[src/hdl/isw_pkg.sv]
package isw_pkg;

   localparam int unsigned IdxWidth  = 31;
   localparam int unsigned AddrWidth = 32;
   localparam int unsigned LenWidth  = 16;
   localparam int unsigned ProtWidth = 8;
   localparam int unsigned CsrIdxWidth = 3;

   // one stage per dividend bit, then address, sum and fold stages
   localparam int unsigned RemStages = IdxWidth;
   localparam int unsigned Latency   = RemStages + 3;

   localparam logic [31:0] HdrBytes = 32'd20;

   localparam logic [1:0] ModeFixed = 2'd0;
   localparam logic [1:0] ModeInc   = 2'd1;
   localparam logic [1:0] ModeDec   = 2'd2;

   localparam logic [CsrIdxWidth-1:0] RegSrcBase  = 3'd0;
   localparam logic [CsrIdxWidth-1:0] RegSrcMask  = 3'd1;
   localparam logic [CsrIdxWidth-1:0] RegSrcCount = 3'd2;
   localparam logic [CsrIdxWidth-1:0] RegSrcMode  = 3'd3;
   localparam logic [CsrIdxWidth-1:0] RegDstBase  = 3'd4;
   localparam logic [CsrIdxWidth-1:0] RegDstMask  = 3'd5;
   localparam logic [CsrIdxWidth-1:0] RegDstCount = 3'd6;
   localparam logic [CsrIdxWidth-1:0] RegDstMode  = 3'd7;

   typedef struct packed {
      logic [AddrWidth-1:0] base;
      logic [AddrWidth-1:0] mask;
      logic [AddrWidth-1:0] count;
      logic [1:0]           mode;
   } sweep_cfg_type;

   typedef struct packed {
      logic [LenWidth-1:0]  total_length;
      logic [ProtWidth-1:0] protocol_number;
   } side_type;

endpackage

[src/hdl/isw_addr_cksum.sv]
module isw_addr_cksum
   import isw_pkg::*;
(
   input  logic                 clock,
   input  logic                 reset,
   input  logic                 in_valid,
   input  logic [AddrWidth-1:0] src_off,
   input  logic [AddrWidth-1:0] dst_off,
   input  side_type             in_side,
   input  sweep_cfg_type        src_cfg,
   input  sweep_cfg_type        dst_cfg,
   output logic                 out_valid,
   output logic [AddrWidth-1:0] out_src,
   output logic [AddrWidth-1:0] out_dst,
   output logic [15:0]          out_cksum
);

   function automatic logic [AddrWidth-1:0] sweep(input sweep_cfg_type c,
                                                   input logic [AddrWidth-1:0] off);
      logic [AddrWidth-1:0] host;
      host = c.base & ~c.mask;
      case (c.mode)
         ModeInc: sweep = (c.base & c.mask) | ((host + off) & ~c.mask);
         ModeDec: sweep = (c.base & c.mask) | ((host - off) & ~c.mask);
         default: sweep = c.base;
      endcase
   endfunction

   logic                 a_valid_ff, b_valid_ff, c_valid_ff;
   logic [AddrWidth-1:0] a_src_ff, a_dst_ff, b_src_ff, b_dst_ff, c_src_ff, c_dst_ff;
   side_type             a_side_ff;
   logic [31:0]          b_sum_ff;
   logic [31:0]          b_sum_in;
   logic [16:0]          fold1;
   logic [16:0]          fold2;
   logic [15:0]          c_cksum_ff;

   assign b_sum_in = {16'd0, a_src_ff[31:16]} + {16'd0, a_src_ff[15:0]}
                   + {16'd0, a_dst_ff[31:16]} + {16'd0, a_dst_ff[15:0]}
                   + {24'd0, a_side_ff.protocol_number}
                   + ({16'd0, a_side_ff.total_length} - HdrBytes);

   // two folds bring any 32-bit sum into 16 bits
   assign fold1 = {1'b0, b_sum_ff[15:0]} + {1'b0, b_sum_ff[31:16]};
   assign fold2 = {1'b0, fold1[15:0]} + {16'd0, fold1[16]};

   always_ff @(posedge clock) begin
      if (reset) begin
         a_valid_ff <= 1'b0;
         b_valid_ff <= 1'b0;
         c_valid_ff <= 1'b0;
      end else begin
         a_valid_ff <= in_valid;
         b_valid_ff <= a_valid_ff;
         c_valid_ff <= b_valid_ff;
      end
      a_src_ff   <= sweep(src_cfg, src_off);
      a_dst_ff   <= sweep(dst_cfg, dst_off);
      a_side_ff  <= in_side;
      b_src_ff   <= a_src_ff;
      b_dst_ff   <= a_dst_ff;
      b_sum_ff   <= b_sum_in;
      c_src_ff   <= b_src_ff;
      c_dst_ff   <= b_dst_ff;
      c_cksum_ff <= ~fold2[15:0];
   end

   assign out_valid = c_valid_ff;
   assign out_src   = c_src_ff;
   assign out_dst   = c_dst_ff;
   assign out_cksum = c_cksum_ff;

endmodule

[config.mk]
export PLATFORM = sky130hd
export DESIGN_NAME = isw_addr_cksum
export DESIGN_NICKNAME = d
export VERILOG_FILES = /design/src/hdl/isw_pkg.sv /design/src/hdl/isw_addr_cksum.sv
export SDC_FILE = /design/constraint.sdc
export NUM_CORES = 1
export LEC_CHECK = 0
export BUFFER_PORTS_ARGS = -buffer_cell sky130_fd_sc_hd__buf_2
export CAP_MARGIN = 20
export CORE_MARGIN = 2
export CORE_UTILIZATION = 45
export CTS_CLUSTER_SIZE = 30
export DETAILED_ROUTE_END_ITERATION = 8
export GPL_ROUTABILITY_DRIVEN = 1
export PLACE_DENSITY = 0.69
export SLEW_MARGIN = 10
export SYNTH_ARGS = -nofsm -noshare
export SYNTH_HDL_FRONTEND = slang
export SYNTH_SLANG_ARGS = --single-unit
[constraint.sdc]
create_clock -name clock -period 16.8 [get_ports clock]
set_clock_uncertainty 0.05 [all_clocks]
set_input_delay 3.36 -clock clock [delete_from_list [all_inputs] [get_ports clock]]
set_output_delay 3.36 -clock clock [all_outputs]
set_load 0.01 [all_outputs]
==> flow_results.org, run 1 <==
** Pwr
- Sequential share of power :: 0.238
- Power density over cell area :: 190 nW/um^2
- Total internal power :: 0.00198 W
- Of the total power, the share spent switching nets is 0.411.
- Clock Power Share :: 0.184
- Pleak :: 8.36 nW
- Of the total power, combinational logic draws 0.578.
- For this design the total switching power over the nets is 0.00138 W.
- IR analysis of the VDD net gives a maximum drop of 0.137 mV.

** CTS
- Clk_lat worst skew :: 0.55 ns
- Clock tree from TritonCTS :: yes
- H-Tree Level Count :: 1
- Clock root buffer master :: sky130_fd_sc_hd__clkbuf_16
- In this run, CTS created clock tree buffers numbering 27.
- Post-CTS timing repair inserted 0 buffers for setup.
- The clock net in this run drives a total of 257 sinks.
- After clock tree synthesis, the flow added hold-fix buffers numbering 0.
- After clock tree synthesis, the clock-pin slew on the worst setup and hold paths is 0.07 ns.
- The number of gates resized after CTS was 0.
- No sink is reached through more buffers than the 3 on the longest clock path.

** Route
- Pre-Repair DR Iteration Count :: 6
- In the routed layout, each cell is associated on average with a via count of 5.15.
- Wire per inst :: 16.3 um
- Initial DRC count :: 522
- Via count :: 12419
- The final layout contains routed wiring with a total length of 39300 um.
- The count of nets left with antenna violations once routing finished came out at 0.
- Final routed DRC violation total :: 0

** Setup path
- In this run the critical register-to-register path is launched from a_src_ff[1]$_DFF_P_.
- The setup path with the least slack is of type in2reg.
- The most critical setup path has its endpoint at a_src_ff[29]$_DFF_P_.
- Category of the worst setup path launch point :: input pin
- R2r setup slk :: 10.57 ns
- The worst register-to-register path has a depth of 24.
- Reg2Reg Capture Point :: b_sum_ff[18]$_DFF_P_
- The most critical setup path has its startpoint at src_off[10].
- Required arrival time at the worst endpoint :: 17.18 ns
- Critical path peak fanout :: 4
- STA classifies the critical path endpoint as a register.
- At the worst endpoint, the arrival time is 7.81 ns.

** Global route
- Across every metal layer, demand over resource in global routing totals 0.228.
- Global routing finished with a remaining overflow of 0.
- The first global-routing pass estimated 60700 um of wire.
- Entering global routing, the biggest net connects 49 pins.
- Vias in the first global route :: 12070
- The number of antenna violations at the first check in global routing is 12.

** Final layout
- Once layout is complete, the utilization of the core stands at 0.546.
- Area overhead of the layout relative to synthesis :: 20.0%
- The finished cells cover 17700 um^2.
- Share of post-route cells with drive strength above 1 :: 0.191
- Number of nets at the end of the flow :: 2405

** Die
- Effective utilization at floorplan :: 0.455
- Top-Level Pins :: 368
- After floorplanning, the core was sized to cover 32500 um^2.
- Horizontal extent of the die :: 185 um
- The floorplan step defined a die boundary enclosing 34300 um^2.
- Row Count :: 66
- Vert. Die Dim :: 185 um

** Placement
- Detail Placement HPWL :: 32600 um
- In this run the cell area measured after placement is 16800 um^2.
- Routability-driven placement finished with a final weighted congestion of 0.923.
- Number of port buffers :: 303

** Flow run
- Total of max-cap violations :: 0

** Logic synthesis
- The number of different library cells used by synthesis comes to 68.
- Count of synthesis-stage warnings from yosys :: 0
- Number of synthesized register bits :: 257
- After synthesis the cells add up to 14800 um^2.
- Nets in the synthesized netlist :: 2092
- Counting flops with a built-in enable in the synthesized netlist gives 0.
- Synthesis produced a netlist whose cell count is 1630.
- Each instance of the synthesized netlist takes up on average 9.05 um^2.
- After synthesis, the share of flip-flops with an asynchronous set or reset is 0.
- Top_reg_cell synth :: sky130_fd_sc_hd__dfxtp_1
- Share of synthesized area occupied by flip-flops and latches :: 0.349

** Worst hold path
- The worst hold path belongs to the class reg2reg.
- Hold Path Origin :: b_src_ff[20]$_DFF_P_

** STA
- Fraction of the cycle the final worst path needs :: 0.442
- Setup violations remaining at the end of the flow were counted as 0.
- For the pin with the worst max-slew slack, the measured transition is 0.805 ns.
- Setup repair after global routing left no endpoint under its margin.
- Total negative setup slack :: 0 ns
- Headroom to the max-slew limit came out at 0.458.
- The number of failing hold endpoints at the final stage was 0.
- Max Clock Freq :: 135 MHz
- Post-layout min period :: 7.43 ns
- Final count of pins violating max slew :: 0

** Run status
- Outcome :: finished clean
[metrics by stage]
stage	hold WS [ns]	power, W	setup WS, ns	std cells
final	0.268	0.00336	9.37	2413
after global routing	0.271	0.00365	9.10	2408
after CTS	0.265	0.00338	9.28	2404
after global placement	0.261	0.00270	8.51	2354
after detailed placement	0.262	0.00274	8.73	2355
after floorplan	0.260	0.00230	9.70	1630
[worst max-delay path, stage by stage]
cell and delay, ns:
sky130_fd_sc_hd__buf_2 0.11, sky130_fd_sc_hd__or4_4 0.57, sky130_fd_sc_hd__nor4b_4 0.30, sky130_fd_sc_hd__nor2b_1 0.21, sky130_fd_sc_hd__nor4bb_1 0.65, sky130_fd_sc_hd__nor2_1 0.11, sky130_fd_sc_hd__xnor2_1 0.16, sky130_fd_sc_hd__ha_1 0.32
sky130_fd_sc_hd__a211oi_1 0.21, sky130_fd_sc_hd__o21ai_0 0.18, sky130_fd_sc_hd__o22a_1 0.25, sky130_fd_sc_hd__a32oi_1 0.29, sky130_fd_sc_hd__a21oi_1 0.14, sky130_fd_sc_hd__o21ai_0 0.37, sky130_fd_sc_hd__a21oi_1 0.12, sky130_fd_sc_hd__a21oi_1 0.19
sky130_fd_sc_hd__xor2_1 0.17, sky130_fd_sc_hd__o31ai_1 0.08
[cell families (layout without fill, tap and decap cells)]
kind of cell | count (synthesis) | count (layout) | share of synthesized area
multiplexers | 11 | 11 | 0.00788
adder cells (fa/ha/maj) | 175 | 175 | 0.170
other | 0 | 8 | 0
buffers and inverters | 158 | 491 | 0.0404
AND/OR/NAND/NOR | 442 | 442 | 0.155
AO/OA/AOI/OAI | 411 | 411 | 0.174
XOR/XNOR | 176 | 176 | 0.104
flip-flops | 257 | 257 | 0.349
[flip-flops by register name (all words and copies together), names as in the netlist]
signal,count
out_cksum,16
b_dst_ff,32
a_src_ff,32
a_dst_ff,32
a_valid_ff,1
b_valid_ff,1
a_side_ff,24
out_src,32
b_sum_ff,22
b_src_ff,32
out_dst,32
out_valid,1
[power groups by stage]
stage	Combinational, W	Sequential, W	Clock (W)
final	0.00194	0.000799	0.000619
after global routing	0.00219	0.000811	0.000656
after CTS	0.00194	0.000801	0.000632
after detailed placement	0.00193	0.000813	0
after global placement	0.00189	0.000812	0
after floorplan	0.00148	0.000817	0
[cells in the final DEF (no fill, tap or decap), types with 27 or more instances in the layout]
cell type / n
sky130_fd_sc_hd__a21o_1: 49
sky130_fd_sc_hd__a21oi_1: 136
sky130_fd_sc_hd__buf_2: 304
sky130_fd_sc_hd__clkbuf_16: 27
sky130_fd_sc_hd__dfxtp_1: 257
sky130_fd_sc_hd__fa_1: 43
sky130_fd_sc_hd__ha_1: 132
sky130_fd_sc_hd__inv_1: 133
sky130_fd_sc_hd__nand2_1: 45
sky130_fd_sc_hd__nor2_1: 162
sky130_fd_sc_hd__nor2b_1: 77
sky130_fd_sc_hd__nor3_1: 32
sky130_fd_sc_hd__o21ai_0: 88
sky130_fd_sc_hd__o31ai_1: 30
sky130_fd_sc_hd__xnor2_1: 120
sky130_fd_sc_hd__xor2_1: 56
[area by class of cell]
cell class / instances / area, um^2
clock inverter: 15 / 204
antenna: 8 / 20.0
fill: 2956 / 14700
timing repair buffer: 309 / 1570
sequential: 257 / 5140
tap: 442 / 553
multi-input combinational: 1215 / 9020
inverter: 133 / 499
clock buffer: 34 / 712
[metal layers]
layer / track usage / wire length (um)
met1: 0.273 / 16500
met3: 0.0649 / 2990
met5: 0 / 46
met2: 0.383 / 18100
met4: 0.0930 / 1670
[synth_stat cells, types with 11 or more instances]
master | number | area share
sky130_fd_sc_hd__a211oi_1 | 13 | 0.0066
sky130_fd_sc_hd__fa_1 | 43 | 0.058
sky130_fd_sc_hd__a31oi_1 | 16 | 0.0068
sky130_fd_sc_hd__a21o_1 | 49 | 0.025
sky130_fd_sc_hd__o21a_1 | 22 | 0.011
sky130_fd_sc_hd__inv_1 | 133 | 0.034
sky130_fd_sc_hd__clkbuf_1 | 22 | 0.0056
sky130_fd_sc_hd__dfxtp_1 | 257 | 0.35
sky130_fd_sc_hd__o31ai_1 | 30 | 0.015
sky130_fd_sc_hd__nor3_1 | 32 | 0.011
sky130_fd_sc_hd__nand4_1 | 14 | 0.0059
sky130_fd_sc_hd__nor2b_1 | 77 | 0.033
sky130_fd_sc_hd__and2_1 | 11 | 0.0047
sky130_fd_sc_hd__a21oi_1 | 136 | 0.046
sky130_fd_sc_hd__nor2_1 | 162 | 0.041
sky130_fd_sc_hd__nand2b_1 | 21 | 0.0089
sky130_fd_sc_hd__nand3_1 | 18 | 0.0061
sky130_fd_sc_hd__o21ai_0 | 88 | 0.030
sky130_fd_sc_hd__xnor2_1 | 120 | 0.071
sky130_fd_sc_hd__xor2_1 | 56 | 0.033
sky130_fd_sc_hd__nand2_1 | 45 | 0.011
sky130_fd_sc_hd__ha_1 | 132 | 0.11
[worst min path at each step]
stage / end / slack, ns / cells after the start
global placement: out_dst[9]$_DFF_P_ / 0.26 / 0
detailed placement: out_dst[22]$_DFF_P_ / 0.26 / 0
CTS: out_src[14]$_DFF_P_ / 0.27 / 0
finish: out_src[20]$_DFF_P_ / 0.27 / 0
global route: out_src[20]$_DFF_P_ / 0.27 / 0
floorplan: out_dst[0]$_DFF_P_ / 0.26 / 0
(Power assumes the default switching activity.)
==> run 2: changes to the inputs <==
--- a/config.mk
+++ b/config.mk
@@ -5,6 +5,7 @@
 export SDC_FILE = /design/constraint.sdc
 export NUM_CORES = 1
 export LEC_CHECK = 0
+export ABC_AREA = 1
 export BUFFER_PORTS_ARGS = -buffer_cell sky130_fd_sc_hd__buf_2
 export CAP_MARGIN = 20
 export CORE_MARGIN = 2
@@ -12,7 +13,7 @@
 export CTS_CLUSTER_SIZE = 30
 export DETAILED_ROUTE_END_ITERATION = 8
 export GPL_ROUTABILITY_DRIVEN = 1
-export PLACE_DENSITY = 0.69
+export PLACE_DENSITY = 0.68
 export SLEW_MARGIN = 10
 export SYNTH_ARGS = -nofsm -noshare
 export SYNTH_HDL_FRONTEND = slang
==> constraint.sdc (replaced) <==
create_clock -name clock -period 7.34 [get_ports clock]
set_clock_uncertainty 0.05 [all_clocks]
set_input_delay 1.468 -clock clock [delete_from_list [all_inputs] [get_ports clock]]
set_output_delay 1.468 -clock clock [all_outputs]
set_load 0.01 [all_outputs]
==> run 2 against run 1 <==
  * Critical path depth rose by 2
  * Clock power rose by 120%
  * Worst setup slack got worse by 7.6 ns
  * Critical path type is now reg2reg
  * Largest power group unchanged
==> flow_results.org, run 2 <==
** Die
- The floorplan step set the die width to 197 um.
- For this configuration, the core starts out at a cell density of 0.457.
- The core region is 36600 um^2.
- The die covers 38800 um^2.
- The floorplan step set the die height to 197 um.
- Top-Level Pins :: 368
- The initialized floorplan defines 70 standard-cell rows.

** Placement
- Number of cells after detailed placement :: 3157
- At the end of routability-driven placement, the weighted congestion stood at 0.941.
- Detail Placement HPWL :: 45000 um
- Number of port buffers :: 303

** STA
- Setup repair after global routing left no endpoint under its margin.
- Setup Viol. Count Final :: 0
- Final count of pins violating max slew :: 0
- On the final layout, the worst hold slack is 0.263 ns.
- Max-slew headroom at the worst pin :: 0.380
- Least-Margin Pin Slew :: 0.923 ns
- Fraction of the cycle the final worst path needs :: 0.752
- Post-layout min period :: 5.52 ns
- Static timing analysis puts the maximum clock frequency at 181 MHz.
- Total negative setup slack :: 0 ns
- Final Hold Vio Count :: 0

** CTS
- The longest clock path from root to sink contains 3 buffers.
- CTS Hold Buffers Added :: 0
- In this run, post-CTS repair resized a total of 0 instances.
- In this run the clock root is driven by a sky130_fd_sc_hd__clkbuf_16.
- H-Tree Level Count :: 1
- CTS Sinks :: 257
- Cts bufs inserted :: 27
- Clk_lat worst skew :: 0.54 ns
- TritonCTS built the clock tree.
- Post-CTS clock slew at the launch and capture registers of the worst setup and hold paths :: 0.06 ns
- Setup repair bufs after CTS :: 0

** Global route
- Largest net degree at the start of global routing :: 48
- Wire length of the first global-routing pass :: 80000 um
- Met3 capacity usage during global routing :: 0.0329
- After global routing the overflow that remains totals 0.
- Global-route usage over all layers :: 0.265
- Met2 Use GR :: 0.471
- GR Util met1 :: 0.338
- Vias in the first global route :: 15462
- The layer flagged by global routing as most heavily used is met2.
- The number of antenna violations at the first check in global routing was 4.

** Logic synthesis
- The share of synthesized area in the top cell type comes to 0.307.
- Post-synth cell types :: 43
- For this run, asynchronously set or reset flops after synthesis account for 0.
- For this run, the number of Yosys warnings is 0.
- Number of synthesized register bits :: 257
- Top_reg_cell synth :: sky130_fd_sc_hd__dfxtp_1
- In the synthesized netlist, the number of instances is 2398.
- After synthesis, the mean cell area works out to 6.98 um^2.
- Ranking of synthesized cells by area :: sky130_fd_sc_hd__dfxtp_1 31%, sky130_fd_sc_hd__nand2_1 11%, sky130_fd_sc_hd__ha_1 9.9%
- Share of synthesized area occupied by flip-flops and latches :: 0.307
- Ranking of synthesized cells by instance count :: 505 x sky130_fd_sc_hd__nand2_1, 398 x sky130_fd_sc_hd__inv_1, 343 x sky130_fd_sc_hd__nor2_1
- Most common cell in the netlist :: sky130_fd_sc_hd__nand2_1
- Nets in the synthesized netlist :: 2860
- Summing every instance area after synthesis gives 16700 um^2.
- Number of synthesized flops with an enable pin :: 0
- The synthesized design spends more area on one cell type than any other, namely sky130_fd_sc_hd__dfxtp_1.

** Setup path
- The setup path with the least slack is of type reg2reg.
- The endpoint identified for the worst register-to-register timing path is b_sum_ff[20]$_DFF_P_.
- The largest single stage delay on the critical path is 0.58 ns.
- R2r setup slk :: 1.82 ns
- Critical-path cell list :: inv_1, fa_1, fa_1, fa_1, inv_1, ha_1, fa_1, nand3_1, nand2_1, a21boi_0, o21ai_0, nand3_1, nand2_1, xor2_1, ha_1, nand2_1, nor4_1, nand4_1, nand4_1, nand2_1
- The largest individual stage delay along the critical path comes from the cell sky130_fd_sc_hd__fa_1.
- R2r worst-path depth :: 20
- Category of cells accounting for the largest share of critical-path delay :: adder cells
- Buffering stage count on the worst path with inverters included :: 2
- Critical path data arrival time :: 5.89 ns
- Reg-to-Reg Start :: a_src_ff[1]$_DFF_P_
- In this run the worst path has a maximum fanout of 6.
- Critical path capture point type :: register
- STA classifies the critical path startpoint as a register.
- Data on the critical path is required at its endpoint by 7.71 ns.

** Final layout
- In the final design database the tool counted 3180 nets.
- Fill cells :: 3690
- Once layout is complete, the cells apart from fillers number 3208.
- Most common cell after layout, fill and taps aside :: sky130_fd_sc_hd__nand2_1
- Share of post-route cells with drive strength above 1 :: 0.138
- The area growth from synthesis to layout is 17.7%.
- Commonest cells after routing, fill and taps aside :: 505 x sky130_fd_sc_hd__nand2_1, 398 x sky130_fd_sc_hd__inv_1, 343 x sky130_fd_sc_hd__nor2_1, 303 x sky130_fd_sc_hd__buf_2, 257 x sky130_fd_sc_hd__dfxtp_1

** Route
- The detail route stage leaves a number of antenna-violating nets equal to 0.
- The first detailed-routing pass took 5 iterations.
- Final routed DRC violation total :: 0
- Using the TritonRoute via totals, the vias-per-cell ratio works out to 5.04.
- Initial DRC count :: 895
- After detailed routing, the average wire length per cell comes to 16.3 um.
- Via count :: 16167
- Final WL :: 52100 um

** Pwr
- Power density over cell area :: 427 nW/um^2
- Worst VDD drop :: 0.338 mV
- Share of total power consumed by net switching :: 0.475
- Switching power total :: 0.00399 W
- Of the total power, the clock network draws 0.161.
- Pleak :: 10.5 nW
- Sequential share of power :: 0.220
- Total internal power :: 0.00442 W
- Overall power consumption after layout is estimated at 0.00841 W.
- The share of total power dissipated in combinational logic is 0.619.

** Worst hold path
- Class of the most critical hold timing path :: reg2reg
- The worst hold path terminates at out_src[8]$_DFF_P_.
- Counting instances, the worst hold path has a depth of 0.
- In this run the most critical hold path is launched from b_src_ff[8]$_DFF_P_.

** Flow run
- The tool flagged a number of max-cap violations equal to 0.

** Run status
- The run finished with clean final reports.
run 2: routing by layer:
| metal | vias up | share of wire |
|---|---|---|
| met5 | - | 0.00025 |
| met4 | 2 | 0.026 |
| met1 | 7351 | 0.44 |
| li1 | 8264 | - |
| met2 | 483 | 0.48 |
| met3 | 67 | 0.056 |
run 2: logic make-up (layout without fill, tap and decap cells):
logic type,after synthesis,after routing,synth area share
and+or+nand+nor,1097,1097,0.273
buffers and inverters,415,756,0.0931
AOI/OAI and AO/OA,313,313,0.102
DFF,257,257,0.307
adders and majority gates,175,175,0.150
xor gates and xnor gates,136,136,0.0712
muxes,5,5,0.00299
other,0,1,0
run 2: how the worst max path moves through the flow:
stage | slack (ns) | depth (start not counted) | end | start
2_1_floorplan | 2.62 | 21 | b_sum_ff[16]$_DFF_P_ | a_src_ff[1]$_DFF_P_
3_3_place_gp | 1.96 | 20 | b_sum_ff[20]$_DFF_P_ | a_src_ff[1]$_DFF_P_
3_5_place_dp | 1.90 | 20 | b_sum_ff[20]$_DFF_P_ | a_src_ff[1]$_DFF_P_
4_1_cts | 1.86 | 20 | b_sum_ff[20]$_DFF_P_ | a_src_ff[1]$_DFF_P_
5_1_grt | 1.46 | 22 | b_sum_ff[16]$_DFF_P_ | a_src_ff[2]$_DFF_P_
6_report | 1.82 | 20 | b_sum_ff[20]$_DFF_P_ | a_src_ff[1]$_DFF_P_
run 2: power by group through the flow:
stage	registers, W	logic, W	clock network (W)
CTS	0.00186	0.00518	0.00139
global placement	0.00189	0.00513	0
finish	0.00185	0.00520	0.00135
detailed placement	0.00189	0.00515	0
floorplan	0.00187	0.00383	0
global route	0.00188	0.00591	0.00144
run 2: cell type report:
cell class	instances	area (um^2)	share of cell area
Clock inverter	16	171	0.00870
Timing Repair Buffer	305	1530	0.0777
Multi-Input combinational cell	1726	10000	0.509
Inverter	401	1510	0.0764
Antenna cell	1	2.50	0.000127
Clock buffer	34	722	0.0366
Sequential cell	257	5140	0.261
Tap cell	468	586	0.0297
run 2: stage by stage:
| step | instance area, um^2 | util | worst slack [ns] |
|---|---|---|---|
| 4_1_cts | 19700 | 0.538 | 1.86 |
| 3_3_place_gp | 18800 | 0.514 | 1.96 |
| 3_5_place_dp | 18800 | 0.514 | 1.90 |
| 6_report | 19700 | 0.538 | 1.82 |
| 5_1_grt | 19700 | 0.538 | 1.46 |
| 2_1_floorplan | 16700 | - | 2.62 |
